<file path="src/rtl/slgc_pkg.sv">
// slgc_pkg: shared constants and types of the shared letter group counter
// depends on nothing; every rtl file but slgc_ram refers to it by scoped names
`default_nettype none

package slgc_pkg;

  localparam int unsigned MAX_WORDS = 1024;
  localparam int unsigned WORD_W    = $clog2(MAX_WORDS);
  localparam int unsigned IDX_W     = $clog2(MAX_WORDS + 1);
  localparam int unsigned CNT_W     = 11;
  localparam int unsigned LETTERS   = 26;
  localparam int unsigned LETTER_W  = 5;
  localparam int unsigned RANK_W    = 4;
  localparam int unsigned RANK_MAX  = 15;

  typedef logic [WORD_W-1:0]   word_t;
  typedef logic [RANK_W-1:0]   rank_t;
  typedef logic [LETTER_W-1:0] letter_t;

  // request from the list sequencer to the union-find engine
  typedef struct packed {
    logic  init_en;    // make init_word a fresh singleton root
    word_t init_word;
    logic  join_en;    // join word_a with word_b
    word_t word_a;
    word_t word_b;
  } uf_req_t;

  typedef struct packed {
    logic busy;
    logic done;        // join finished this cycle
    logic merged;      // the join joined two distinct groups
  } uf_rsp_t;

endpackage

`default_nettype wire

</file>
<file path="src/rtl/slgc_letter.sv">
// slgc_letter: per-letter seen bits and last word that held each letter
// depends on slgc_pkg
`default_nettype none

module slgc_letter (
  input  wire logic            clk_i,
  input  wire logic            rst_ni,
  input  wire slgc_pkg::letter_t letter_i,
  input  wire logic            upd_i,     // record word_i for letter_i
  input  wire slgc_pkg::word_t word_i,
  input  wire logic            clear_i,   // forget all letters of the list
  output logic                 in_range_o,
  output logic                 hit_o,     // letter already seen in this list
  output slgc_pkg::word_t      last_word_o
);

  logic [slgc_pkg::LETTERS-1:0] seen_q, seen_d;
  slgc_pkg::word_t              last_q [slgc_pkg::LETTERS];

  assign in_range_o  = (letter_i < slgc_pkg::LETTER_W'(slgc_pkg::LETTERS));
  assign hit_o       = in_range_o && seen_q[letter_i];
  assign last_word_o = last_q[letter_i];

  always_comb begin
    seen_d = seen_q;
    if (clear_i) begin
      seen_d = '0;
    end else if (upd_i && in_range_o) begin
      seen_d[letter_i] = 1'b1;
    end
  end

  always_ff @(posedge clk_i or negedge rst_ni) begin
    if (!rst_ni) begin
      seen_q <= '0;
    end else begin
      seen_q <= seen_d;
    end
  end

  // no reset: an entry is read only after its seen bit is set
  always_ff @(posedge clk_i) begin
    if (upd_i && in_range_o) begin
      last_q[letter_i] <= word_i;
    end
  end

endmodule

`default_nettype wire

</file>
<file path="config.mk">
export PLATFORM = sky130hd
export DESIGN_NAME = slgc_letter
export DESIGN_NICKNAME = d
export VERILOG_FILES = /design/src/rtl/slgc_pkg.sv /design/src/rtl/slgc_letter.sv
export SDC_FILE = /design/constraint.sdc
export NUM_CORES = 1
export LEC_CHECK = 0
export CORE_MARGIN = 10
export CORE_UTILIZATION = 60
export DETAILED_ROUTE_END_ITERATION = 7
export DONT_BUFFER_PORTS = 1
export GPL_ROUTABILITY_DRIVEN = 0
export PLACE_DENSITY = 0.8
export SLEW_MARGIN = 20
export SYNTH_ARGS = -nofsm -noshare
export SYNTH_HDL_FRONTEND = slang
export SYNTH_SLANG_ARGS = --single-unit
</file>
<file path="constraint.sdc">
create_clock -name clk_i -period 1.9 [get_ports clk_i]
set_clock_uncertainty 0.05 [all_clocks]
set_input_delay 0.095 -clock clk_i [delete_from_list [all_inputs] [get_ports clk_i]]
set_output_delay 0.095 -clock clk_i [all_outputs]
set_load 0.01 [all_outputs]
</file>
---- Word-level counts from Yosys, hierarchy flattened ----
Memories as Yosys holds them, arrays and structs flattened.
Index checks and enable logic that the tools add are counted.
word-level totals
  register bits ........................... 26
  bits in writable memories ............... 260
  input port bits ......................... 19
  output and inout port bits .............. 12
  logic and storage cells ................. 18
  memories kept ........................... 1
operators by class
  magnitude comparators ................... 3
  mux-type cells .......................... 8
  bitwise operators ....................... 1
  reduce and logical (&&, ||, !) cells .... 4
memory list
  name    words  width  read ports  clocked after Yosys merged registers in  write ports  line               text
  last_q  26     10     1           0                                        1            slgc_letter.sv:18  slgc_pkg::word_t last_q [slgc_pkg::LETTERS];
operators by type and width
  kind                                                  count
  two-way mux 26 bit                                    2
  bitwise OR 26 bit                                     1
  < comparator 5 x 6 -> 1 bit (second input constant)   1
  binary-select mux 1 bit (select 5 bit)                1
  demux 1 bit (select 5 bit)                            1
  >= comparator 5 x 1 -> 1 bit (second input constant)  1
  < comparator 5 bit (second input constant)            1
  two-way mux 1 bit                                     4
  logical AND 1 bit                                     3
  nonzero test 2 bit                                    1

---- Longest topological paths before layout ----
Gate-level depths: netlist (run 1).
  depth after elaboration ................. 7
  depth in mapped cells ................... 8
  mapped depth without buffers ............ 4

---- Least setup slack after synthesis (run 1) ----
OpenSTA, ideal clock, no wires.
  kind .................................... input -> register
  start point ............................. input port letter_i[1]
  end point ............................... memory last_q[6][0] in the netlist's numbering, enable pin
  setup time .............................. 0.390 ns
  data arrival time ....................... 1.626 ns
  required time ........................... 1.460 ns
  path slack .............................. -0.166 ns
  stages .................................. 6
  path buffers ............................ 4
  path through ............................ buf_6 buf_6 buf_6 buf_2 nand3_1 nor3_1
on the way
  word-level cells in the longest chain between the ends .. 4
ends and longest elaborated chain
  element                                  line               text
  start, declared                          slgc_letter.sv:8   input wire slgc_pkg::letter_t letter_i,
  < comparator 5 bit                       slgc_letter.sv:20  assign in_range_o = (letter_i < slgc_pkg::LETTER_W'(slgc_pkg::LETTERS));
  logical AND 1 bit                        slgc_letter.sv:43  if (upd_i && in_range_o) begin
  two-way mux 1 bit                        slgc_letter.sv:43
  two-way mux 1 bit (not written as such)  slgc_letter.sv:44  last_q[letter_i] <= word_i;
  end, declared                            slgc_letter.sv:18
Several ways; a longest one is shown, not always the timed one.

---- Worst setup path after layout (run 1) ----
  start point ............................. memory last_q[6][4] in the netlist's numbering
  end point ............................... output port last_word_o[4]
on the way
  word-level cells in the longest chain between the ends .. 1
ends and longest elaborated chain
  element                    line               text
  memory read (26 x 10 bit)  -
  end, declared              slgc_letter.sv:14  output slgc_pkg::word_t last_word_o
No other way between the ends.

==> out/metrics.csv, run 1 <==
metric;value;unit
outcome;finished with violations;
failing checks;negative setup slack;
Post-synth top flop;edfxtp_1;
core footprint;18700;um2
global-route usage over all layers;22.0;%
Pwr Total;12.9;mW
relative slew slack;34.4;%
final critical-path required period;2.13;ns
Area Overhead vs Synth;15.1;%
final hold vios;0;
die height;158;um
first-pass GRT wire length;40600;um
CP Launch Type;register;
fin util;70.2;%
Sequential Power Share;53.7;%
Filler Cells Inserted;1095;
layout cell share with drive strength beyond 1;25.1;%
unrepaired setup endpoints after global routing;yes;
Detailed Route WL;26700;um
final worst setup slack;-0.229;ns
synth cell count leaders;260 x edfxtp_1, 50 x mux2i_1, 43 x nor2_1;
IO Port Bufs;0;
P_int;10.3;mW
vias post-DR;6314;
total die area;24900;um2
r2r setup slk;0.49;ns
xor and xnor area share after synthesis;0;%
Post-Synth Simple-Gate Area;4.80;%
Clk pwr share;41.4;%
total grt overflow;0;
Post-synth ARST share;9.09;%
switching share of total power;20.1;%
Least-Margin Pin Slew;0.981;ns
synth unique cells;43;
clk sink count;286;
clock-pin slew on the worst setup and hold paths;0.06;ns
adder-cell share of the synthesized area;0;%
largest fanout on the critical path;1;
Crit path arrival time;1.98;ns
fin crit share;112;%
Inst Count DP;861;
Root Buffer;clkbuf_16;
Post-synth EDFFs;260;
Max Transition Viols Final;0;
num rows;50;
Post-Syn Nets;639;
FMAX;470;MHz
1st-pass router iterations;5;
Max rail drop VDD;0.986;mV
Max Cap Violations;0;
ant diodes;0;
setup TNS;-1.68;ns
Comb power frac;4.8;%
CTS Buf Count;28;
HPWL after DPL;15600;um
Critical Path RT;1.75;ns
cell count of the worst reg-to-reg path;3;
Synth area leaders;edfxtp_1 68%, mux4_2 7.9%, dfrtp_1 5.7%;
Leakage;4.51;nW
top-count cell post-synth;edfxtp_1;
vias per inst;6.73;
worst-skew pair later-pin latency;0.53;ns
CTS max path bufs;3;
Seq cells post-synth;286;
Mapped Cells;620;
Nets;701;
largest family of logic cells by synthesized area;multiplexers;
Hold Path Class;in2reg;
H-tree levels;1;
share of the synthesized area in the top cell type;68.4;%
post-synth top area cell;edfxtp_1;
WL per Instance;28.4;um
Synth warnings;0;
P_sw;2.60;mW
CTS tree;yes;
PwrDens;986;nW/um2
WHS Path Cells;3;
critical path class;reg2out;
largest net degree at the start of global routing;96;
vias in the first global route;6563;
Initial Util;61.0;%
Seq/Total Area, Yosys;74.1;%
Cell Area, Synth;11400;um2
Post-route DRC;0;
Worst Setup End Kind;output pin;
Initial DRC Count;734;
antenna-violating nets left;0;
I/O pin count;31;
initial antenna violation count;0;
endpoints failing setup;11;
filler-free cell count of the finished design;938;
multiplexer share of the synthesized area;14.0;%
Mapped Avg Cell Area;18.4;um2
post-synthesis compound-gate area fraction;5.00;%
Die X;158;um
[final timing paths]
| check | start | endpoint |
|---|---|---|
| setup / recovery | last_q[6][4] | last_word_o[4] |
| hold / removal | letter_i[3] | last_q[20][5] |
| setup reg to reg | seen_q[18] | seen_q[18] |
| hold reg to reg | seen_q[21] | seen_q[21] |
| max in group asynchronous | rst_ni | seen_q[0] |
| min in group asynchronous | rst_ni | seen_q[9] |
[flip-flops by register name (all words and copies together), names as in the netlist]
register,count
last_q,260
seen_q,26
[stage by stage]
stage / hold WS, ns / setup WS, ns / area (um2)
floorplan: -0.251 / -0.00737 / 11400
global placement: -0.250 / 0.346 / 11800
detailed placement: -0.250 / 0.294 / 11800
CTS: 0.000801 / -0.237 / 13100
global route: 0.0129 / -0.280 / 13100
finish: 0.0251 / -0.229 / 13100
[metal layers]
layer	GRT usage (%)	up-vias	part of all wire [%]
met3	3.74	73	9.8
met2	36.7	412	51
met5	0	-	0
met1	29.1	3213	36
li1	-	2616	-
met4	7.08	0	3.4
[cell families after synthesis]
kind of cell	count (synthesis)
AOI/OAI and AO/OA	78
buffers and inverters	38
DFF	286
muxes	105
and+or+nand+nor	113
[critical path: stages, from the launching register on]
cell and delay [ns]:
edfxtp_1 0.40, mux4_2 0.49, mux2_2 0.29, nand2_2 0.08, nand4_1 0.19
[cell usage in the layout, fill, tap and decap left out, drive strengths merged, types with 5 or more instances in the layout]
cell,netlist,routed
nor2b,7,7
o21ba,8,8
nor2,44,44
a21oi,19,19
a22oi,28,28
clkbuf,13,39
edfxtp,260,260
a31oi,6,6
mux2,13,13
mux4,42,42
dfrtp,26,26
nor3,9,9
o211ai,5,5
nand4,6,6
nand3,15,15
clkinv,0,11
nand2,18,18
mux2i,50,50
buf,25,48
dlygate4sd3,0,22
[what timing repair did]
item	4_1_cts	5_1_grt
pin swaps	14	6
endpoints found under the hold margin	374	0
gates resized for setup	24	6
setup endpoints to repair	11	12
buffers inserted	0	0
hold buffers	25	0
[power groups by stage]
| stage | combinational, mW | clock (mW) | sequential (mW) |
|---|---|---|---|
| after floorplan | 0.426 | 0 | 7.08 |
| after global placement | 0.427 | 0 | 7.08 |
| after CTS | 0.618 | 5.41 | 6.95 |
| final | 0.627 | 5.36 | 6.95 |
| after detailed placement | 0.437 | 0 | 7.08 |
| after global routing | 0.663 | 5.68 | 6.95 |
[cell type report]
cell class	instances	area, um2	area share [%]
flip-flops and latches	286	8460	64.4
multi-input cells	296	2860	21.8
well taps	234	293	2.23
repair buffers	70	616	4.69
clock buffers	39	782	5.96
clock inverters	13	124	0.943
Note: power is estimated with default switching activity, not from simulation.
==> run 2, diff against run 1 <==
--- a/config.mk
+++ b/config.mk
@@ -6,11 +6,11 @@
 export NUM_CORES = 1
 export LEC_CHECK = 0
 export CORE_MARGIN = 10
-export CORE_UTILIZATION = 60
+export CORE_UTILIZATION = 50
 export DETAILED_ROUTE_END_ITERATION = 7
 export DONT_BUFFER_PORTS = 1
 export GPL_ROUTABILITY_DRIVEN = 0
-export PLACE_DENSITY = 0.8
+export PLACE_DENSITY = 0.69
 export SLEW_MARGIN = 20
 export SYNTH_ARGS = -nofsm -noshare
 export SYNTH_HDL_FRONTEND = slang
==> run 2 against run 1 <==
  * Core utilization decreased by 12 points
  * Non-clock buffer count decreased by 4
  * The run still ends with negative setup slack left
  * Critical path type unchanged
  * Power increased by 0.27%
  * Worst setup slack improved by 0.013 ns
  * Global-route usage decreased by 4.1 points
  * First-iteration DRC count increased by 9.8%
==> out/metrics.csv, run 2 (synthesis results as in run 1) <==
metric;value;unit;change
die height;171;um;was 158 um
Nets;698;;was 701
Final Hold Slack;0.0373;ns;was 0.0251 ns
filler-free cell count of the finished design;987;;was 938
Sequential Power Share;53.6;%;was 53.7%
Max Cap Violations;0;;unchanged
CTS tree;yes;;unchanged
Leakage;4.50;nW;was 4.51 nW
outcome;finished with violations;;unchanged
H-tree levels;1;;unchanged
most common cell after layout, fill and taps aside;edfxtp_1;;unchanged
WL per Instance;26.1;um;was 28.4 um
Root Buffer;clkbuf_16;;unchanged
1st-pass router iterations;6;;was 5
Post-route DRC;0;;unchanged
GR Util met3;4.38;%;was 3.74%
P_int;10.4;mW;was 10.3 mW
crit-path cells;mux4_2, mux2_2, nand2_2, nand4_1;;unchanged
I/O pin count;31;;unchanged
final instance area;13100;um2;about the same
P_sw;2.58;mW;was 2.60 mW
Initial Util;50.5;%;was 61.0%
Die X;171;um;was 158 um
endpoints failing setup;11;;unchanged
failing checks;negative setup slack;;unchanged
Cell Area, Placed;11800;um2;about the same
global routing's busiest layer;met2;;unchanged
num rows;55;;was 50
Critical-path top delay cell;mux4_2;;unchanged
setup bufs post-CTS;0;;unchanged
CTS Buf Count;29;;was 28
Comb power frac;4.9;%;was 4.8%
global-route usage over all layers;17.9;%;was 22.0%
Max Transition Viols Final;0;;unchanged
Critical Path RT;1.75;ns;about the same
clk sink count;286;;unchanged
worst-skew pair later-pin latency;0.53;ns;about the same
CP max stage delay;0.47;ns;was 0.49 ns
vias in the first global route;6338;;was 6563
largest net degree at the start of global routing;97;;was 96
clock-pin slew on the worst setup and hold paths;0.06;ns;about the same
largest fanout on the critical path;1;;unchanged
Least-Margin Pin Slew;1.03;ns;was 0.981 ns
first-pass GRT wire length;39400;um;was 40600 um
Hold Path Class;in2async;;was in2reg
HPWL after DPL;15400;um;was 15600 um
Area Overhead vs Synth;15.2;%;was 15.1%
IO Port Bufs;0;;unchanged
fin crit share;111;%;was 112%
Pwr Total;13.0;mW;was 12.9 mW
CTS max path bufs;3;;unchanged
initial antenna violation count;2;;was 0
unrepaired setup endpoints after global routing;yes;;unchanged
met1 GRT Util;24.4;%;was 29.1%
CP Launch Type;register;;unchanged
max reg flops;260;;unchanged
core footprint;22600;um2;was 18700 um2
PwrDens;987;nW/um2;was 986 nW/um2
total grt overflow;0;;unchanged
highest-count cells in the layout ignoring fill and taps;260 x edfxtp_1, 50 x mux2i_1, 43 x nor2_1;;was 260 x edfxtp_1, 50 x mux2i_1, 44 x buf_4
grt met2 use;28.6;%;was 36.7%
final critical-path required period;2.12;ns;was 2.13 ns
critical path class;reg2out;;unchanged
final hold vios;0;;unchanged
vias per inst;6.17;;was 6.73
Worst Setup End Kind;output pin;;unchanged
Filler Cells Inserted;1636;;was 1095
Initial DRC Count;806;;was 734
CP Buf/Inv Count;0;;unchanged
Crit path depth;4;;unchanged
total die area;29300;um2;was 24900 um2
Regs by FF count;last_q: 260 flops, seen_q: 26 flops;;unchanged
antenna-violating nets left;0;;unchanged
Clk pwr share;41.5;%;was 41.4%
family with the most delay on the worst path;multiplexers;;unchanged
Detailed Route WL;25700;um;was 26700 um
Top reg by flops;last_q;;unchanged
Max rail drop VDD;0.603;mV;was 0.986 mV
switching share of total power;19.9;%;was 20.1%
relative slew slack;30.9;%;was 34.4%
FMAX;473;MHz;was 470 MHz
final worst setup slack;-0.216;ns;was -0.229 ns
Inst Count DP;903;;was 861
vias post-DR;6085;;was 6314
Crit path arrival time;1.97;ns;was 1.98 ns
layout cell share with drive strength beyond 1;23.0;%;was 25.1%
cell count of the worst reg-to-reg path;3;;unchanged
fin util;58.3;%;was 70.2%
-- run 2: power by group through the flow --
stage / Combinational [mW] / Clock, mW / Sequential, mW
4_1_cts: 0.637 / 5.48 / 6.95
3_5_place_dp: 0.437 / 0 / 7.08
6_report: 0.636 / 5.39 / 6.95
2_1_floorplan: 0.426 / 0 / 7.08
3_3_place_gp: 0.434 / 0 / 7.08
5_1_grt: 0.676 / 5.79 / 6.95
-- run 2: routing by layer --
layer,vias to the layer above,share of wire [%]
li1,2608,-
met1,3170,41
met2,269,48
met3,36,8.7
met4,2,1.7
met5,-,0.051
-- run 2: path summary, 6_finish.rpt --
check                              start             end  slack (ns)
setup / recovery           last_q[23][4]  last_word_o[4]       -0.22
hold / removal                    rst_ni       seen_q[5]        0.04
setup reg to reg              seen_q[18]      seen_q[18]        0.53
hold reg to reg                seen_q[4]       seen_q[4]        0.44
max in group asynchronous         rst_ni       seen_q[8]        1.61
min in group clk_i           letter_i[4]    last_q[8][6]        0.05
-- run 2: what timing repair did --
| item | 4_1_cts | 5_1_grt |
|---|---|---|
| hold endpoints to repair | 377 | 0 |
| setup endpoints to repair | 11 | 14 |
| pin swaps | 15 | 3 |
| gates resized for setup | 24 | 1 |
| hold buffers | 30 | 0 |
-- run 2: area by class of cell --
cell class | count | area, um2 | share of cell area, %
Antenna cell | 1 | 2.50 | 0.0190
Clock buffer | 37 | 756 | 5.75
Clock inverter | 16 | 146 | 1.11
Multi-Input combinational cell | 296 | 2830 | 21.5
Sequential cell | 286 | 8460 | 64.3
Tap cell | 285 | 357 | 2.71
Timing Repair Buffer | 66 | 598 | 4.55
-- run 2: through the flow --
step	TNS [ns]	worst slack (ns)
floorplan	-0.147	-0.00737
CTS	-2.03	-0.253
detailed placement	0	0.231
global placement	0	0.285
finish	-1.72	-0.216
global route	-2.40	-0.280
-- run 2: tightest hold or removal path, stage by stage --
cell and delay (ns):
dlygate4sd3_1 0.58, buf_12 0.11, buf_12 0.17
==> run 3, diff against run 2 <==
--- a/config.mk
+++ b/config.mk
@@ -5,12 +5,15 @@
 export SDC_FILE = /design/constraint.sdc
 export NUM_CORES = 1
 export LEC_CHECK = 0
+export CELL_PAD_IN_SITES_DETAIL_PLACEMENT = 1
+export CELL_PAD_IN_SITES_GLOBAL_PLACEMENT = 1
 export CORE_MARGIN = 10
 export CORE_UTILIZATION = 50
+export CTS_BUF_LIST = sky130_fd_sc_hd__clkbuf_16
 export DETAILED_ROUTE_END_ITERATION = 7
 export DONT_BUFFER_PORTS = 1
 export GPL_ROUTABILITY_DRIVEN = 0
-export PLACE_DENSITY = 0.69
+export PLACE_DENSITY = 0.77
 export SLEW_MARGIN = 20
 export SYNTH_ARGS = -nofsm -noshare
 export SYNTH_HDL_FRONTEND = slang
==> run 3 against run 2 <==
  * The run still ends with negative setup slack left
  * Worst setup slack got worse by 0.11 ns
  * Final area rose by 1.5%
  * Final cell count rose by 0.81%
  * Sequential power barely moved
  * Clock power rose by 9.1%
  * First-iteration DRC count fell by 23%
  * Power rose by 3.9%
  * Maximum frequency fell by 4.7%
  * Clock-buffer cell count fell by 8
  * Combinational power rose by 0.9%
  * Worst hold slack improved by 0.034 ns
  * Critical path type unchanged
==> out/metrics.csv, run 3 (synthesis results as in run 1) <==
metric;value;unit;change
ant diodes;0;;was 1
H-tree levels;1;;unchanged
core footprint;22600;um2;unchanged
HPWL after DPL;17700;um;was 15400 um
failing checks;negative setup slack;;unchanged
final instance area;13300;um2;was 13100 um2
Post-route DRC;0;;unchanged
total die area;29300;um2;unchanged
fin crit share;117;%;was 111%
worst-skew pair later-pin latency;0.54;ns;was 0.53 ns
CP Launch Type;register;;unchanged
largest fanout on the critical path;1;;unchanged
Least-Margin Pin Slew;1.05;ns;was 1.03 ns
filler-free cell count of the finished design;995;;was 987
relative slew slack;29.9;%;was 30.9%
antenna-violating nets left;0;;unchanged
Initial DRC Count;617;;was 806
num rows;55;;unchanged
vias per inst;6.36;;was 6.17
final hold vios;0;;unchanged
highest-count cells in the layout ignoring fill and taps;260 x edfxtp_1, 48 x mux2i_1, 45 x buf_4;;was 260 x edfxtp_1, 50 x mux2i_1, 43 x nor2_1
clk sink count;286;;unchanged
cell count of the worst reg-to-reg path;3;;unchanged
FMAX;450;MHz;was 473 MHz
first-pass GRT wire length;44500;um;was 39400 um
final critical-path required period;2.22;ns;was 2.12 ns
Hold Path Class;in2async;;unchanged
layout cell share with drive strength beyond 1;25.5;%;was 23.0%
endpoints failing setup;13;;was 11
Cell Area, Placed;11900;um2;was 11800 um2
Worst Setup End Kind;output pin;;unchanged
final worst setup slack;-0.322;ns;was -0.216 ns
setup TNS;-1.88;ns;was -1.72 ns
Inst Count DP;912;;was 903
Leakage;4.59;nW;was 4.50 nW
PwrDens;1010;nW/um2;was 987 nW/um2
Max Cap Violations;0;;unchanged
outcome;finished with violations;;unchanged
Pwr Total;13.5;mW;was 13.0 mW
critical path class;reg2out;;unchanged
largest net degree at the start of global routing;95;;was 97
Max rail drop VDD;0.836;mV;was 0.603 mV
1st-pass router iterations;5;;was 6
Final Hold Slack;0.0709;ns;was 0.0373 ns
Regs by FF count;last_q: 260 flops, seen_q: 26 flops;;unchanged
r2r setup slk;0.47;ns;was 0.53 ns
vias in the first global route;6733;;was 6338
global-route usage over all layers;20.7;%;was 17.9%
die height;171;um;unchanged
Max Transition Viols Final;0;;unchanged
unrepaired setup endpoints after global routing;yes;;unchanged
I/O pin count;31;;unchanged
Root Buffer;clkbuf_16;;unchanged
WL per Instance;30.3;um;was 26.1 um
initial antenna violation count;0;;was 2
clock-pin slew on the worst setup and hold paths;0.06;ns;about the same
CTS max path bufs;3;;unchanged
Crit Reg-Reg Endpoint;seen_q[18];;unchanged
max reg flops;260;;unchanged
R2R Path Start;seen_q[18];;unchanged
Critical Path RT;1.75;ns;about the same
Area Overhead vs Synth;16.9;%;was 15.2%
Top reg by flops;last_q;;unchanged
fin util;59.1;%;was 58.3%
Crit path arrival time;2.08;ns;was 1.97 ns
Die X;171;um;unchanged
total grt overflow;0;;unchanged
IO Port Bufs;0;;unchanged
Filler Cells Inserted;1940;;was 1636
most common cell after layout, fill and taps aside;edfxtp_1;;unchanged
CTS tree;yes;;unchanged
Nets;707;;was 698
Detailed Route WL;30200;um;was 25700 um
CTS Buf Count;28;;was 29
Initial Util;50.5;%;unchanged
vias post-DR;6325;;was 6085
pre-CTS setup slack;0.216;ns;was 0.231 ns
run 3: final cells by class:
type	instances	area, um2	area share [%]
flip-flops and latches	286	8460	63.4
multi-input cells	296	2880	21.6
clock buffers	29	726	5.44
repair buffers	76	668	5.01
well taps	285	357	2.67
clock inverters	23	255	1.91
run 3: timing repair:
action	4_1_cts	5_1_grt
buffers inserted	0	0
gates resized for setup	29	7
hold endpoints to repair	378	34
hold buffers	30	1
endpoints found under the setup margin	11	17
pin swaps	12	2
run 3: layer usage:
layer	track usage (%)	vias to the layer above	wire length, um
li1	-	2628	-
met2	35.0	281	15400
met3	3.87	52	2200
met4	6.09	0	778
met5	0	-	0
met1	26.7	3364	11800
run 3: critical path: stages, from the launching register on:
cell	delay [ns]
edfxtp_1	0.39
mux4_2	0.54
mux2_4	0.31
o211ai_2	0.17
nand2_2	0.11
run 3: how the worst max path moves through the flow:
stage	startpoint	end	slack, ns
after global placement	last_q[9][7]	last_word_o[7]	0.25
after CTS	last_q[10][7]	last_word_o[7]	-0.31
final	last_q[10][7]	last_word_o[7]	-0.32
after floorplan	letter_i[1]	last_q[24][0]	-0.007
after detailed placement	last_q[14][1]	last_word_o[1]	0.22
after global routing	last_q[10][7]	last_word_o[7]	-0.33
run 3: report_power, final:
part           total [mW]  internal (mW)  switching (mW)
Clock                5.88           3.56            2.32
Combinational       0.642          0.267           0.375
Sequential           6.95           6.93          0.0210
Total                13.5           10.8            2.71
